===== src/rtl/cau_pkg.sv =====
package cau_pkg;

  // Operand width; the divider chain has one cell per quotient bit.
  localparam int unsigned CauW = 8;

  localparam logic [1:0] OP_ADD = 2'd0;
  localparam logic [1:0] OP_SUB = 2'd1;
  localparam logic [1:0] OP_MUL = 2'd2;
  localparam logic [1:0] OP_DIV = 2'd3;

  localparam logic [1:0] ST_OK       = 2'd0;
  localparam logic [1:0] ST_DIVZERO  = 2'd1;
  localparam logic [1:0] ST_OVERFLOW = 2'd2;

  // Payload that travels down the cell chain.
  typedef struct packed {
    logic            is_div;  // quotient must be finished at the end of the chain
    logic            sgn;     // signed operation
    logic            neg;     // quotient is to be negated
    logic [CauW-1:0] den;     // divisor magnitude
    logic [CauW-1:0] rem;     // partial remainder
    logic [CauW-1:0] num;     // dividend bits still to consume, quotient bits shifted in
    logic [CauW:0]   value;   // finished result of the non-divide operations
    logic [1:0]      status;
  } cau_work_t;

endpackage


===== src/rtl/cau_front.sv =====
module cau_front
  import cau_pkg::*;
(
  input  logic            clk,
  input  logic            rst_n,
  input  logic            in_valid,
  output logic            in_ready,
  input  logic [2:0]      kind,
  input  logic [CauW-1:0] operand_a,
  input  logic [CauW-1:0] operand_b,
  output logic            out_valid,
  input  logic            out_ready,
  output cau_work_t       out_data
);

  logic      valid_r;
  logic      valid_nxt;
  cau_work_t data_r;
  cau_work_t data_nxt;

  assign in_ready  = !valid_r || out_ready;
  assign out_valid = valid_r;
  assign out_data  = data_r;

  always_comb begin
    logic               sgn;
    logic [1:0]         op;
    logic signed [8:0]  a9;
    logic signed [8:0]  b9;
    logic signed [9:0]  sum;
    logic signed [9:0]  dif;
    logic signed [17:0] prod;
    logic signed [17:0] res;
    logic signed [17:0] lo;
    logic signed [17:0] hi;
    sgn  = !kind[2];
    op   = kind[1:0];
    a9   = {sgn & operand_a[CauW-1], operand_a};
    b9   = {sgn & operand_b[CauW-1], operand_b};
    sum  = {a9[8], a9} + {b9[8], b9};
    dif  = {a9[8], a9} - {b9[8], b9};
    prod = a9 * b9;
    lo   = sgn ? -18'sd128 : 18'sd0;
    hi   = sgn ? 18'sd127 : 18'sd255;
    case (op)
      OP_ADD:  res = {{8{sum[9]}}, sum};
      OP_SUB:  res = {{8{dif[9]}}, dif};
      OP_MUL:  res = prod;
      default: res = '0;
    endcase

    data_nxt.is_div = (op == OP_DIV);
    data_nxt.sgn    = sgn;
    data_nxt.neg    = sgn && (operand_a[CauW-1] ^ operand_b[CauW-1]);
    data_nxt.den    = (sgn && operand_b[CauW-1]) ? CauW'(-operand_b) : operand_b;
    data_nxt.num    = (sgn && operand_a[CauW-1]) ? CauW'(-operand_a) : operand_a;
    data_nxt.rem    = '0;
    data_nxt.value  = '0;
    data_nxt.status = ST_OK;
    if (op == OP_DIV) begin
      if (operand_b == '0) begin
        data_nxt.status = ST_DIVZERO;
      end
    end else if (res < lo || res > hi) begin
      data_nxt.status = ST_OVERFLOW;
    end else begin
      data_nxt.value = res[8:0];
    end
  end

  always_ff @(posedge clk) begin
    if (!rst_n) begin
      valid_r <= 1'b0;
    end else if (in_ready) begin
      valid_r <= in_valid;
    end
  end

  always_ff @(posedge clk) begin
    if (in_ready && in_valid) begin
      data_r <= data_nxt;
    end
  end

endmodule


===== src/rtl/cau_div_cell.sv =====
module cau_div_cell
  import cau_pkg::*;
(
  input  logic      clk,
  input  logic      rst_n,
  input  logic      in_valid,
  output logic      in_ready,
  input  cau_work_t in_data,
  output logic      out_valid,
  input  logic      out_ready,
  output cau_work_t out_data
);

  logic      valid_r;
  cau_work_t data_r;
  cau_work_t data_nxt;

  assign in_ready  = !valid_r || out_ready;
  assign out_valid = valid_r;
  assign out_data  = data_r;

  // One restoring step: bring down the next dividend bit and try the subtract.
  always_comb begin
    logic [CauW:0] trial;
    logic          qbit;
    trial    = {in_data.rem, in_data.num[CauW-1]};
    qbit     = (trial >= {1'b0, in_data.den});
    data_nxt = in_data;
    data_nxt.rem = qbit ? CauW'(trial - {1'b0, in_data.den}) : trial[CauW-1:0];
    data_nxt.num = {in_data.num[CauW-2:0], qbit};
  end

  always_ff @(posedge clk) begin
    if (!rst_n) begin
      valid_r <= 1'b0;
    end else if (in_ready) begin
      valid_r <= in_valid;
    end
  end

  always_ff @(posedge clk) begin
    if (in_ready && in_valid) begin
      data_r <= data_nxt;
    end
  end

endmodule


===== src/rtl/checked_8bit_arithmetic_unit_top.sv =====
// Channel  Ports                        Contents
// input    in_tvalid/in_tready          in_tuser: kind; in_tdata: operand_a, operand_b
// output   out_tvalid/out_tready        out_tdata: value; out_tuser: status
//
// One transaction enters per cycle while the output is not stalled; each result
// passes through the front stage, the eight divider cells and the output register.
// Every stage advances when the next one is empty or advancing, so bubbles close up.
// A stall on the output backs up stage by stage to in_tready.
// Reset (rst_n low at a clock edge) empties every stage.
module checked_8bit_arithmetic_unit_top
  import cau_pkg::*;
(
  input  logic        clk,
  input  logic        rst_n,
  input  logic        in_tvalid,
  output logic        in_tready,
  input  logic [15:0] in_tdata,   // [7:0] operand_a, [15:8] operand_b
  input  logic [2:0]  in_tuser,   // [2:0] kind
  output logic        out_tvalid,
  input  logic        out_tready,
  output logic [15:0] out_tdata,  // [8:0] value, [15:9] zero
  output logic [1:0]  out_tuser   // [1:0] status
);

  logic      cv [CauW+1];
  logic      cr [CauW+1];
  cau_work_t cd [CauW+1];

  logic       out_valid_r;
  logic [8:0] value_r;
  logic [8:0] value_nxt;
  logic [1:0] status_r;
  logic [1:0] status_nxt;

  cau_front u_front (
    .clk       (clk),
    .rst_n     (rst_n),
    .in_valid  (in_tvalid),
    .in_ready  (in_tready),
    .kind      (in_tuser),
    .operand_a (in_tdata[7:0]),
    .operand_b (in_tdata[15:8]),
    .out_valid (cv[0]),
    .out_ready (cr[0]),
    .out_data  (cd[0])
  );

  for (genvar i = 0; i < CauW; i++) begin : g_cell
    cau_div_cell u_cell (
      .clk       (clk),
      .rst_n     (rst_n),
      .in_valid  (cv[i]),
      .in_ready  (cr[i]),
      .in_data   (cd[i]),
      .out_valid (cv[i+1]),
      .out_ready (cr[i+1]),
      .out_data  (cd[i+1])
    );
  end

  assign cr[CauW] = !out_valid_r || out_tready;

  // Finish the quotient: apply the sign and catch -128 / -1.
  always_comb begin
    cau_work_t w;
    w          = cd[CauW];
    value_nxt  = w.value;
    status_nxt = w.status;
    if (w.is_div && w.status == ST_OK) begin
      if (w.neg) begin
        value_nxt = 9'(-{1'b0, w.num});
      end else if (w.sgn && w.num[CauW-1]) begin
        value_nxt  = '0;
        status_nxt = ST_OVERFLOW;
      end else begin
        value_nxt = {1'b0, w.num};
      end
    end
  end

  always_ff @(posedge clk) begin
    if (!rst_n) begin
      out_valid_r <= 1'b0;
    end else if (cr[CauW]) begin
      out_valid_r <= cv[CauW];
    end
  end

  always_ff @(posedge clk) begin
    if (cr[CauW] && cv[CauW]) begin
      value_r  <= value_nxt;
      status_r <= status_nxt;
    end
  end

  assign out_tvalid = out_valid_r;
  assign out_tdata  = {7'd0, value_r};
  assign out_tuser  = status_r;

endmodule


===== config.mk =====
export PLATFORM = sky130hd
export DESIGN_NAME = checked_8bit_arithmetic_unit_top
export DESIGN_NICKNAME = d
export VERILOG_FILES = /design/src/rtl/cau_pkg.sv /design/src/rtl/cau_front.sv /design/src/rtl/cau_div_cell.sv /design/src/rtl/checked_8bit_arithmetic_unit_top.sv
export SDC_FILE = /design/constraint.sdc
export NUM_CORES = 1
export LEC_CHECK = 0
export ABC_AREA = 0
export BUFFER_PORTS_ARGS = -buffer_cell sky130_fd_sc_hd__buf_2
export CORE_MARGIN = 1.5
export CORE_UTILIZATION = 40
export CTS_CLUSTER_DIAMETER = 200
export CTS_CLUSTER_SIZE = 16
export DETAILED_ROUTE_END_ITERATION = 10
export GPL_TIMING_DRIVEN = 0
export PLACE_DENSITY = 0.63
export SLEW_MARGIN = 20
export SYNTH_ARGS = -nofsm -noshare
export SYNTH_HDL_FRONTEND = slang
export SYNTH_SLANG_ARGS = --single-unit
export TNS_END_PERCENT = 5

===== constraint.sdc =====
create_clock -name clk -period 7.65 [get_ports clk]
set_clock_uncertainty 0.1 [all_clocks]
set_input_delay 0.3825 -clock clk [delete_from_list [all_inputs] [get_ports clk]]
set_output_delay 0.3825 -clock clk [all_outputs]
set_load 0.005 [all_outputs]

==> flow_results.xml, run 1 <==
<?xml version="1.0" encoding="UTF-8"?>
<metrics>
  <group name="cts">
    <metric name="cts.clk_slew.worst_paths" unit="ns">0.07</metric>
    <metric name="cts_htree_levels" unit="">1</metric>
    <metric name="count_of_clock_tree_sinks" unit="">339</metric>
    <metric name="tritoncts" unit="">done</metric>
    <metric name="root_buffer" unit="">sky130_fd_sc_hd__clkbuf_16</metric>
    <metric name="later_pin_clock_latency_in_the_skew_report" unit="ns">0.53</metric>
    <metric name="cts_hold_buf" unit="">0</metric>
    <metric name="max-clock-path-buffers" unit="">3</metric>
    <metric name="cts_made_buffers" unit="">25</metric>
  </group>
  <group name="placed_design">
    <metric name="pre_cts_slack" unit="ns">-1.08</metric>
    <metric name="postPlaceCellArea" unit="sq um">20000</metric>
    <metric name="gp_routability_congestion" unit="">0.870</metric>
    <metric name="cells_after_dpl" unit="">2157</metric>
    <metric name="placement.io_buffers" unit="">34</metric>
    <metric name="detailed_placement_wirelength_estimate" unit="mm">25.7</metric>
  </group>
  <group name="floorplanning">
    <metric name="die_outline_width" unit="um">220</metric>
    <metric name="row_count" unit="">79</metric>
    <metric name="ioPinCount" unit="">43</metric>
    <metric name="floorplan.initialDensity" unit="">0.404</metric>
    <metric name="core_area" unit="sq um">46500</metric>
    <metric name="die_h" unit="um">220</metric>
    <metric name="area_of_the_die" unit="sq um">48200</metric>
  </group>
  <group name="logic_synthesis">
    <metric name="synth-edff-count" unit="">329</metric>
    <metric name="netlist_area" unit="sq um">18800</metric>
    <metric name="synth.area.top_cells" unit="">sky130_fd_sc_hd__edfxtp_1 53%, sky130_fd_sc_hd__ha_1 8.7%, sky130_fd_sc_hd__fa_1 8.3%</metric>
    <metric name="postSynth.asyncResetShare" unit="">0</metric>
    <metric name="synth.yosys.seq_area_share" unit="">0.537</metric>
    <metric name="synth_top_cell_area_share" unit="">0.526</metric>
    <metric name="synth.largest_area_cell" unit="">sky130_fd_sc_hd__edfxtp_1</metric>
    <metric name="synthesis.area_per_instance" unit="sq um">12.5</metric>
    <metric name="synthesized_instance_count" unit="">1502</metric>
    <metric name="library_cells_used_by_synthesis" unit="">79</metric>
    <metric name="synth-warning-count" unit="">0</metric>
    <metric name="ys_seq_elements" unit="">339</metric>
    <metric name="most_common_flop_cell_mapped_by_yosys" unit="">sky130_fd_sc_hd__edfxtp_1</metric>
  </group>
  <group name="final_layout">
    <metric name="syn2layout_area_growth" unit="%">10.3</metric>
    <metric name="nets" unit="">1808</metric>
    <metric name="layout-drive-gt1-share" unit="">0.0972</metric>
    <metric name="multi_input_comb_area" unit="sq um">7840</metric>
    <metric name="final-instance-count-excl-fill" unit="">2193</metric>
    <metric name="nFillCells" unit="">4236</metric>
    <metric name="final-seq-area" unit="sq um">10100</metric>
    <metric name="utilization_after_layout" unit="">0.446</metric>
    <metric name="final_design_area_no_fill" unit="sq um">20700</metric>
  </group>
  <group name="global_route">
    <metric name="first_global_vias" unit="">11049</metric>
    <metric name="global_route.overflow_total" unit="">0</metric>
    <metric name="globalRouteTotalUtil" unit="">0.138</metric>
    <metric name="wire_length_of_the_first_global_routing_pass" unit="mm">54.0</metric>
    <metric name="maximum_number_of_pins_on_one_net_before_global_route_repair" unit="">32</metric>
    <metric name="number_of_antenna_violations_at_the_first_check_in_global_routing" unit="">1</metric>
  </group>
  <group name="timing">
    <metric name="grt_setup_unrepaired" unit="">no</metric>
    <metric name="hold_violations" unit="">0</metric>
    <metric name="final-max-slew-violation-count" unit="">0</metric>
    <metric name="max_freq" unit="MHz">140</metric>
    <metric name="post-route-min-period" unit="ns">7.16</metric>
    <metric name="slew_at_the_pin_with_the_worst_max_slew_slack" unit="ns">0.781</metric>
    <metric name="setup-violations-final" unit="">0</metric>
    <metric name="slew_headroom" unit="">0.476</metric>
    <metric name="fin_ws" unit="ns">0.492</metric>
    <metric name="layout_worst_path_cycle_share" unit="">0.936</metric>
  </group>
  <group name="routing">
    <metric name="detailroute.via_count" unit="">10829</metric>
    <metric name="drtPass1Iterations" unit="">5</metric>
    <metric name="avgViaCountPerCell" unit="">4.94</metric>
    <metric name="drc_markers" unit="">0</metric>
    <metric name="wire_length_reported_by_the_detailed_router" unit="mm">32.5</metric>
    <metric name="detail_route.iter0.violations" unit="">543</metric>
    <metric name="post_route_antenna_net_violation_count" unit="">0</metric>
    <metric name="wire_per_inst" unit="um">14.8</metric>
  </group>
  <group name="power">
    <metric name="total_power_per_unit_cell_area" unit="nW/um^2">227</metric>
    <metric name="total_leakage_power" unit="nW">8.32</metric>
    <metric name="power_frac_seq" unit="">0.445</metric>
    <metric name="max-vdd-ir-drop" unit="uV">159</metric>
    <metric name="netSwitchingPower" unit="mW">1.41</metric>
    <metric name="switching_share" unit="">0.301</metric>
    <metric name="intPower" unit="mW">3.28</metric>
    <metric name="clock_power_share" unit="">0.248</metric>
    <metric name="combPwrFrac" unit="">0.307</metric>
  </group>
  <group name="worst_setup_path">
    <metric name="cp_data_required_time" unit="ns">7.82</metric>
    <metric name="critPathMaxFanout" unit="">16</metric>
    <metric name="timing.critical_path.from_type" unit="">input port</metric>
    <metric name="worstSetupEndpointType" unit="">flop</metric>
    <metric name="crit_type" unit="">input port to flop</metric>
    <metric name="arrival" unit="ns">7.33</metric>
  </group>
  <group name="outcome">
    <metric name="status" unit="">finished, final reports clean</metric>
  </group>
  <group name="run">
    <metric name="timing.max_cap.violations" unit="">0</metric>
  </group>
  <group name="worst_hold_path">
    <metric name="min-delay-path-class" unit="">input port to flop</metric>
  </group>
</metrics>
## metrics by stage
stage / TNS (ns) / total power [mW] / hold WS, ns
final: 0 / 4.69 / 0.0333
after global routing: 0 / 5.01 / 0.0445
after CTS: 0 / 4.73 / 0.0287
after detailed placement: -9.78 / 3.55 / 0.305
after global placement: -9.59 / 3.53 / 0.300
after floorplan: 0 / 3.23 / 0.300
## cells in the mapped netlist, types with 8 or more instances
cell,number
sky130_fd_sc_hd__o21ai_0,62
sky130_fd_sc_hd__a21o_1,19
sky130_fd_sc_hd__mux2i_1,30
sky130_fd_sc_hd__o21bai_1,9
sky130_fd_sc_hd__a21boi_0,11
sky130_fd_sc_hd__a21oi_1,45
sky130_fd_sc_hd__nor2_1,88
sky130_fd_sc_hd__o21a_1,15
sky130_fd_sc_hd__xor2_1,18
sky130_fd_sc_hd__a211oi_1,9
sky130_fd_sc_hd__nand2_1,99
sky130_fd_sc_hd__dfxtp_1,10
sky130_fd_sc_hd__nand2b_1,28
sky130_fd_sc_hd__or3_1,17
sky130_fd_sc_hd__xnor2_1,33
sky130_fd_sc_hd__mux2_2,26
sky130_fd_sc_hd__nor3_1,12
sky130_fd_sc_hd__o211ai_1,9
sky130_fd_sc_hd__edfxtp_1,329
sky130_fd_sc_hd__and2_1,20
sky130_fd_sc_hd__fa_1,78
sky130_fd_sc_hd__inv_1,206
sky130_fd_sc_hd__nor2b_1,36
sky130_fd_sc_hd__clkbuf_1,22
sky130_fd_sc_hd__nand4_1,20
sky130_fd_sc_hd__ha_1,130
sky130_fd_sc_hd__buf_4,8
## per-layer routing
layer,track usage,up-vias,part of all wire
met5,0,-,0
met4,0.0449,0,0.027
met3,0.0144,60,0.031
met2,0.251,180,0.51
met1,0.170,5190,0.44
li1,-,5399,-
## cells by family (layout without fill, tap and decap cells)
family          count (synthesis)  count (layout)  share of synthesized area
compound gates                237             237                     0.0862
xor+xnor                       52              52                     0.0250
fa+ha+maj                     208             208                      0.170
buf+inv                       247             324                     0.0522
flops                         339             339                      0.537
mux                            56              56                     0.0316
other cells                     1               8                   0.000200
simple gates                  362             362                     0.0980
## worst paths after layout
check	startpoint	endpoint	slack (ns)	depth (start not counted)
setup / recovery	in_tuser[2]	u_front.out_data[1]$_SDFFCE_PP0P_	0.49	26
hold / removal	in_tdata[8]	u_front.out_data[27]$_DFFE_PP_	0.03	1
setup reg to reg	out_tvalid$_SDFFE_PN0P_	u_front.out_data[9]$_SDFFCE_PP0P_	4.58	8
hold reg to reg	g_cell[2].u_cell.out_data[16]$_DFFE_PP_	g_cell[3].u_cell.out_data[17]$_DFFE_PP_	0.31	0
## power by group through the flow
stage | combinational (mW) | sequential, mW | clock (mW)
finish | 1.44 | 2.09 | 1.16
CTS | 1.44 | 2.09 | 1.20
global placement | 1.39 | 2.13 | 0
floorplan | 1.11 | 2.13 | 0
global route | 1.65 | 2.09 | 1.27
detailed placement | 1.41 | 2.13 | 0
## cells in the final DEF, fill, tap and decap left out, drive strengths merged, types with 5 or more instances in the layout
cell type,n
buf,60
a21boi,17
conb,7
and2,21
nand2,99
nor3,12
inv,207
a31oi,8
xnor2,33
nand3,5
a211oi,11
nand4,21
mux2,26
nand2b,29
nor2,89
or2,9
o21a,15
nor2b,36
edfxtp,329
o32ai,7
o211ai,9
ha,130
o21bai,9
or4,5
clkbuf,54
dfxtp,10
a21o,19
xor2,18
or3,17
fa,78
o31ai,8
nor4,5
a21oi,45
o21ai,65
mux2i,30
## worst max-delay path, stage by stage
cell	delay, ns
sky130_fd_sc_hd__clkbuf_4	0.24
sky130_fd_sc_hd__nor2b_1	0.14
sky130_fd_sc_hd__buf_2	0.29
sky130_fd_sc_hd__clkinvlp_4	0.26
sky130_fd_sc_hd__nor2_1	0.24
sky130_fd_sc_hd__fa_2	0.56
sky130_fd_sc_hd__inv_1	0.19
sky130_fd_sc_hd__fa_1	0.57
sky130_fd_sc_hd__fa_1	0.55
sky130_fd_sc_hd__fa_1	0.57
sky130_fd_sc_hd__inv_1	0.05
sky130_fd_sc_hd__ha_1	0.29
sky130_fd_sc_hd__ha_1	0.35
sky130_fd_sc_hd__nand2_1	0.10
sky130_fd_sc_hd__a21oi_1	0.20
sky130_fd_sc_hd__a311oi_1	0.13
sky130_fd_sc_hd__or3_1	0.40
sky130_fd_sc_hd__a21oi_2	0.30
sky130_fd_sc_hd__or2_2	0.17
sky130_fd_sc_hd__ha_1	0.22
sky130_fd_sc_hd__nand3_1	0.09
sky130_fd_sc_hd__nor4_1	0.07
sky130_fd_sc_hd__nor3_2	0.22
sky130_fd_sc_hd__o2111a_1	0.25
sky130_fd_sc_hd__nand4_4	0.17
sky130_fd_sc_hd__o221a_2	0.29
## flip-flops by register name, indices dropped and copies added (netlist names)
signal	flops
u_front.out_data	30
g_cell.u_cell.out_data	288
out_tvalid	1
g_cell.u_cell.out_valid	8
out_tuser	2
u_front.out_valid	1
value_r	9
## cell type report
class | count | share of cell area
diodes | 1 | 0.000121
plain buffers | 38 | 0.00948
clock buffers | 33 | 0.0317
clock inverters | 2 | 0.00121
inverters | 208 | 0.0379
multi-input cells | 922 | 0.378
flip-flops and latches | 339 | 0.487
well taps | 607 | 0.0367
repair buffers | 43 | 0.0179
## repair_timing
item / 4_1_cts / 5_1_grt
setup buffers: 0 / 1
gates cloned: 0 / 0
pin swaps: 0 / 1
resized for setup: 3 / 4
endpoints found under the setup margin: 9 / 9
hold endpoints to repair: 0 / 0
(Power assumes the default switching activity.)
==> inputs of run 2 (changes only) <==
Settings changed: PLACE_DENSITY 0.63 to 0.61.
==> run 2 against run 1 <==
  * Clock power rose by 4%
  * Critical endpoint unchanged
  * Largest power group unchanged
  * First-iteration DRC count fell by 23%
  * Combinational power barely moved
==> flow_results.xml, run 2 (same netlist as run 1, synthesis figures left out) <==
<?xml version="1.0" encoding="UTF-8"?>
<metrics>
  <group name="routing">
    <metric name="drc_markers" unit="">0</metric>
    <metric name="avgViaCountPerCell" unit="">4.94</metric>
    <metric name="detail_route.iter0.violations" unit="">417</metric>
    <metric name="post_route_antenna_net_violation_count" unit="">0</metric>
    <metric name="wire_per_inst" unit="um">14.7</metric>
    <metric name="detailroute.via_count" unit="">10888</metric>
    <metric name="wire_length_reported_by_the_detailed_router" unit="mm">32.4</metric>
    <metric name="drtPass1Iterations" unit="">5</metric>
  </group>
  <group name="power">
    <metric name="max-vdd-ir-drop" unit="uV">171</metric>
    <metric name="power_frac_seq" unit="">0.441</metric>
    <metric name="combPwrFrac" unit="">0.303</metric>
    <metric name="intPower" unit="mW">3.30</metric>
    <metric name="clock_power_share" unit="">0.256</metric>
    <metric name="netSwitchingPower" unit="mW">1.43</metric>
    <metric name="report.power.total" unit="mW">4.73</metric>
    <metric name="total_leakage_power" unit="nW">8.33</metric>
    <metric name="switching_share" unit="">0.302</metric>
    <metric name="total_power_per_unit_cell_area" unit="nW/um^2">228</metric>
  </group>
  <group name="placed_design">
    <metric name="pre_cts_slack" unit="ns">-1.23</metric>
    <metric name="detailed_placement_wirelength_estimate" unit="mm">25.7</metric>
    <metric name="gp_routability_congestion" unit="">0.858</metric>
    <metric name="postPlaceCellArea" unit="sq um">20000</metric>
    <metric name="placement.io_buffers" unit="">34</metric>
  </group>
  <group name="worst_setup_path">
    <metric name="reg2reg_from" unit="">out_tvalid$_SDFFE_PN0P_</metric>
    <metric name="critPathSlowestCell" unit="">sky130_fd_sc_hd__fa_2</metric>
    <metric name="number_of_cells_traversed_by_the_worst_register_to_register_path" unit="">8</metric>
    <metric name="worstSetupEndpointType" unit="">flop</metric>
    <metric name="slowest_delay" unit="ns">0.57</metric>
    <metric name="arrival" unit="ns">7.38</metric>
    <metric name="cp_data_required_time" unit="ns">7.83</metric>
    <metric name="timing.critical_path.from_type" unit="">input port</metric>
    <metric name="timing.rr.end" unit="">u_front.out_data[18]$_DFFE_PP_</metric>
    <metric name="critPathMaxFanout" unit="">16</metric>
    <metric name="crit_type" unit="">input port to flop</metric>
    <metric name="setup.reg_to_reg.worst_slack" unit="ns">4.55</metric>
  </group>
  <group name="timing">
    <metric name="setup-violations-final" unit="">0</metric>
    <metric name="fin_worst_hold_slack" unit="ns">0.0301</metric>
    <metric name="hold_violations" unit="">0</metric>
    <metric name="fin_ws" unit="ns">0.454</metric>
    <metric name="slew_at_the_pin_with_the_worst_max_slew_slack" unit="ns">0.743</metric>
    <metric name="slew_headroom" unit="">0.501</metric>
    <metric name="grt_setup_unrepaired" unit="">no</metric>
    <metric name="post-route-min-period" unit="ns">7.20</metric>
    <metric name="fin_tns_setup" unit="ns">0</metric>
    <metric name="layout_worst_path_cycle_share" unit="">0.941</metric>
    <metric name="max_freq" unit="MHz">139</metric>
    <metric name="final-max-slew-violation-count" unit="">0</metric>
  </group>
  <group name="floorplanning">
    <metric name="ioPinCount" unit="">43</metric>
    <metric name="core_area" unit="sq um">46500</metric>
    <metric name="die_outline_width" unit="um">220</metric>
    <metric name="die_h" unit="um">220</metric>
    <metric name="floorplan.initialDensity" unit="">0.404</metric>
    <metric name="row_count" unit="">79</metric>
    <metric name="area_of_the_die" unit="sq um">48200</metric>
  </group>
  <group name="worst_hold_path">
    <metric name="hold_ep" unit="">u_front.out_data[27]$_DFFE_PP_</metric>
    <metric name="whs_path_depth" unit="">1</metric>
    <metric name="min-delay-path-class" unit="">input port to flop</metric>
    <metric name="hp-start" unit="">in_tdata[8]</metric>
  </group>
  <group name="final_layout">
    <metric name="layout-drive-gt1-share" unit="">0.0965</metric>
    <metric name="syn2layout_area_growth" unit="%">10.5</metric>
    <metric name="diodes" unit="">0</metric>
    <metric name="final_design_area_no_fill" unit="sq um">20700</metric>
    <metric name="nFillCells" unit="">4221</metric>
    <metric name="flip_flop_count_of_the_largest_register_after_layout" unit="">288</metric>
    <metric name="nets" unit="">1808</metric>
    <metric name="layout.cells.most_common_list" unit="">329 x sky130_fd_sc_hd__edfxtp_1, 206 x sky130_fd_sc_hd__inv_1, 130 x sky130_fd_sc_hd__ha_1, 99 x sky130_fd_sc_hd__nand2_1, 88 x sky130_fd_sc_hd__nor2_1</metric>
    <metric name="leading_cell_type_in_the_layout_fill_and_taps_excluded" unit="">sky130_fd_sc_hd__edfxtp_1</metric>
  </group>
  <group name="outcome">
    <metric name="status" unit="">finished, final reports clean</metric>
  </group>
  <group name="cts">
    <metric name="max-clock-path-buffers" unit="">3</metric>
    <metric name="tritoncts" unit="">done</metric>
    <metric name="cts.clk_slew.worst_paths" unit="ns">0.07</metric>
    <metric name="cts_htree_levels" unit="">1</metric>
    <metric name="cts_made_buffers" unit="">25</metric>
    <metric name="root_buffer" unit="">sky130_fd_sc_hd__clkbuf_16</metric>
    <metric name="count_of_clock_tree_sinks" unit="">339</metric>
    <metric name="later_pin_clock_latency_in_the_skew_report" unit="ns">0.54</metric>
  </group>
  <group name="global_route">
    <metric name="number_of_antenna_violations_at_the_first_check_in_global_routing" unit="">2</metric>
    <metric name="first_global_vias" unit="">10953</metric>
    <metric name="global_route.overflow_total" unit="">0</metric>
    <metric name="globalRouteTotalUtil" unit="">0.138</metric>
    <metric name="wire_length_of_the_first_global_routing_pass" unit="mm">53.9</metric>
    <metric name="maximum_number_of_pins_on_one_net_before_global_route_repair" unit="">32</metric>
  </group>
  <group name="run">
    <metric name="timing.max_cap.violations" unit="">0</metric>
  </group>
</metrics>
run 2: power groups by stage:
stage / sequential, mW / clock (mW) / combinational (mW)
floorplan: 2.13 / 0 / 1.11
global placement: 2.13 / 0 / 1.39
detailed placement: 2.13 / 0 / 1.41
CTS: 2.09 / 1.26 / 1.44
global route: 2.09 / 1.32 / 1.65
finish: 2.09 / 1.21 / 1.43
run 2: timing repair:
action / 4_1_cts / 5_1_grt
hold buffers: 0 / 0
endpoints found under the setup margin: 10 / 9
pin swaps: 0 / 1
gates resized for setup: 3 / 4
buffers inserted: 0 / 1
run 2: worst max path at each step:
| stage | startpoint | endpoint | slack, ns | cells past startpoint |
|---|---|---|---|---|
| floorplan | in_tdata[7] | u_front.out_data[1]$_SDFFCE_PP0P_ | 0.48 | 25 |
| detailed placement | in_tuser[2] | u_front.out_data[1]$_SDFFCE_PP0P_ | -1.23 | 26 |
| global route | in_tuser[2] | u_front.out_data[9]$_SDFFCE_PP0P_ | 0.03 | 26 |
| global placement | in_tuser[2] | u_front.out_data[1]$_SDFFCE_PP0P_ | -1.16 | 26 |
| finish | in_tuser[2] | u_front.out_data[1]$_SDFFCE_PP0P_ | 0.45 | 26 |
| CTS | in_tuser[2] | u_front.out_data[1]$_SDFFCE_PP0P_ | 0.08 | 26 |
run 2: layout make-up:
class                           count  area [sq um]  area share
Sequential cell                   339         10100       0.486
Multi-Input combinational cell    922          7840       0.378
Inverter                          208           785      0.0378
Tap cell                          607           759      0.0366
Clock buffer                       44           697      0.0336
Timing Repair Buffer               43           358      0.0172
Buffer                             38           196     0.00947
Clock inverter                      2          36.3     0.00175
run 2: stage by stage:
stage | util | instances
detailed placement | 0.430 | 2157
global route | 0.447 | 2203
floorplan | - | 1508
finish | 0.447 | 2203
global placement | 0.425 | 2149
CTS | 0.446 | 2203
run 2: worst max-delay path, delay by kind of cell:
family | cells | cell delay [ns]
AOI/OAI and AO/OA | 6 | 1.24
and+or+nand+nor | 8 | 1.60
adders and majority gates | 7 | 3.10
buffers and inverters | 5 | 1.04
run 2: layer usage:
metal | GRT usage | up-vias | part of all wire
met5 | 0 | - | 0.00034
met4 | 0.0381 | 2 | 0.027
met3 | 0.0196 | 71 | 0.036
met2 | 0.255 | 173 | 0.51
met1 | 0.167 | 5234 | 0.43
li1 | - | 5408 | -
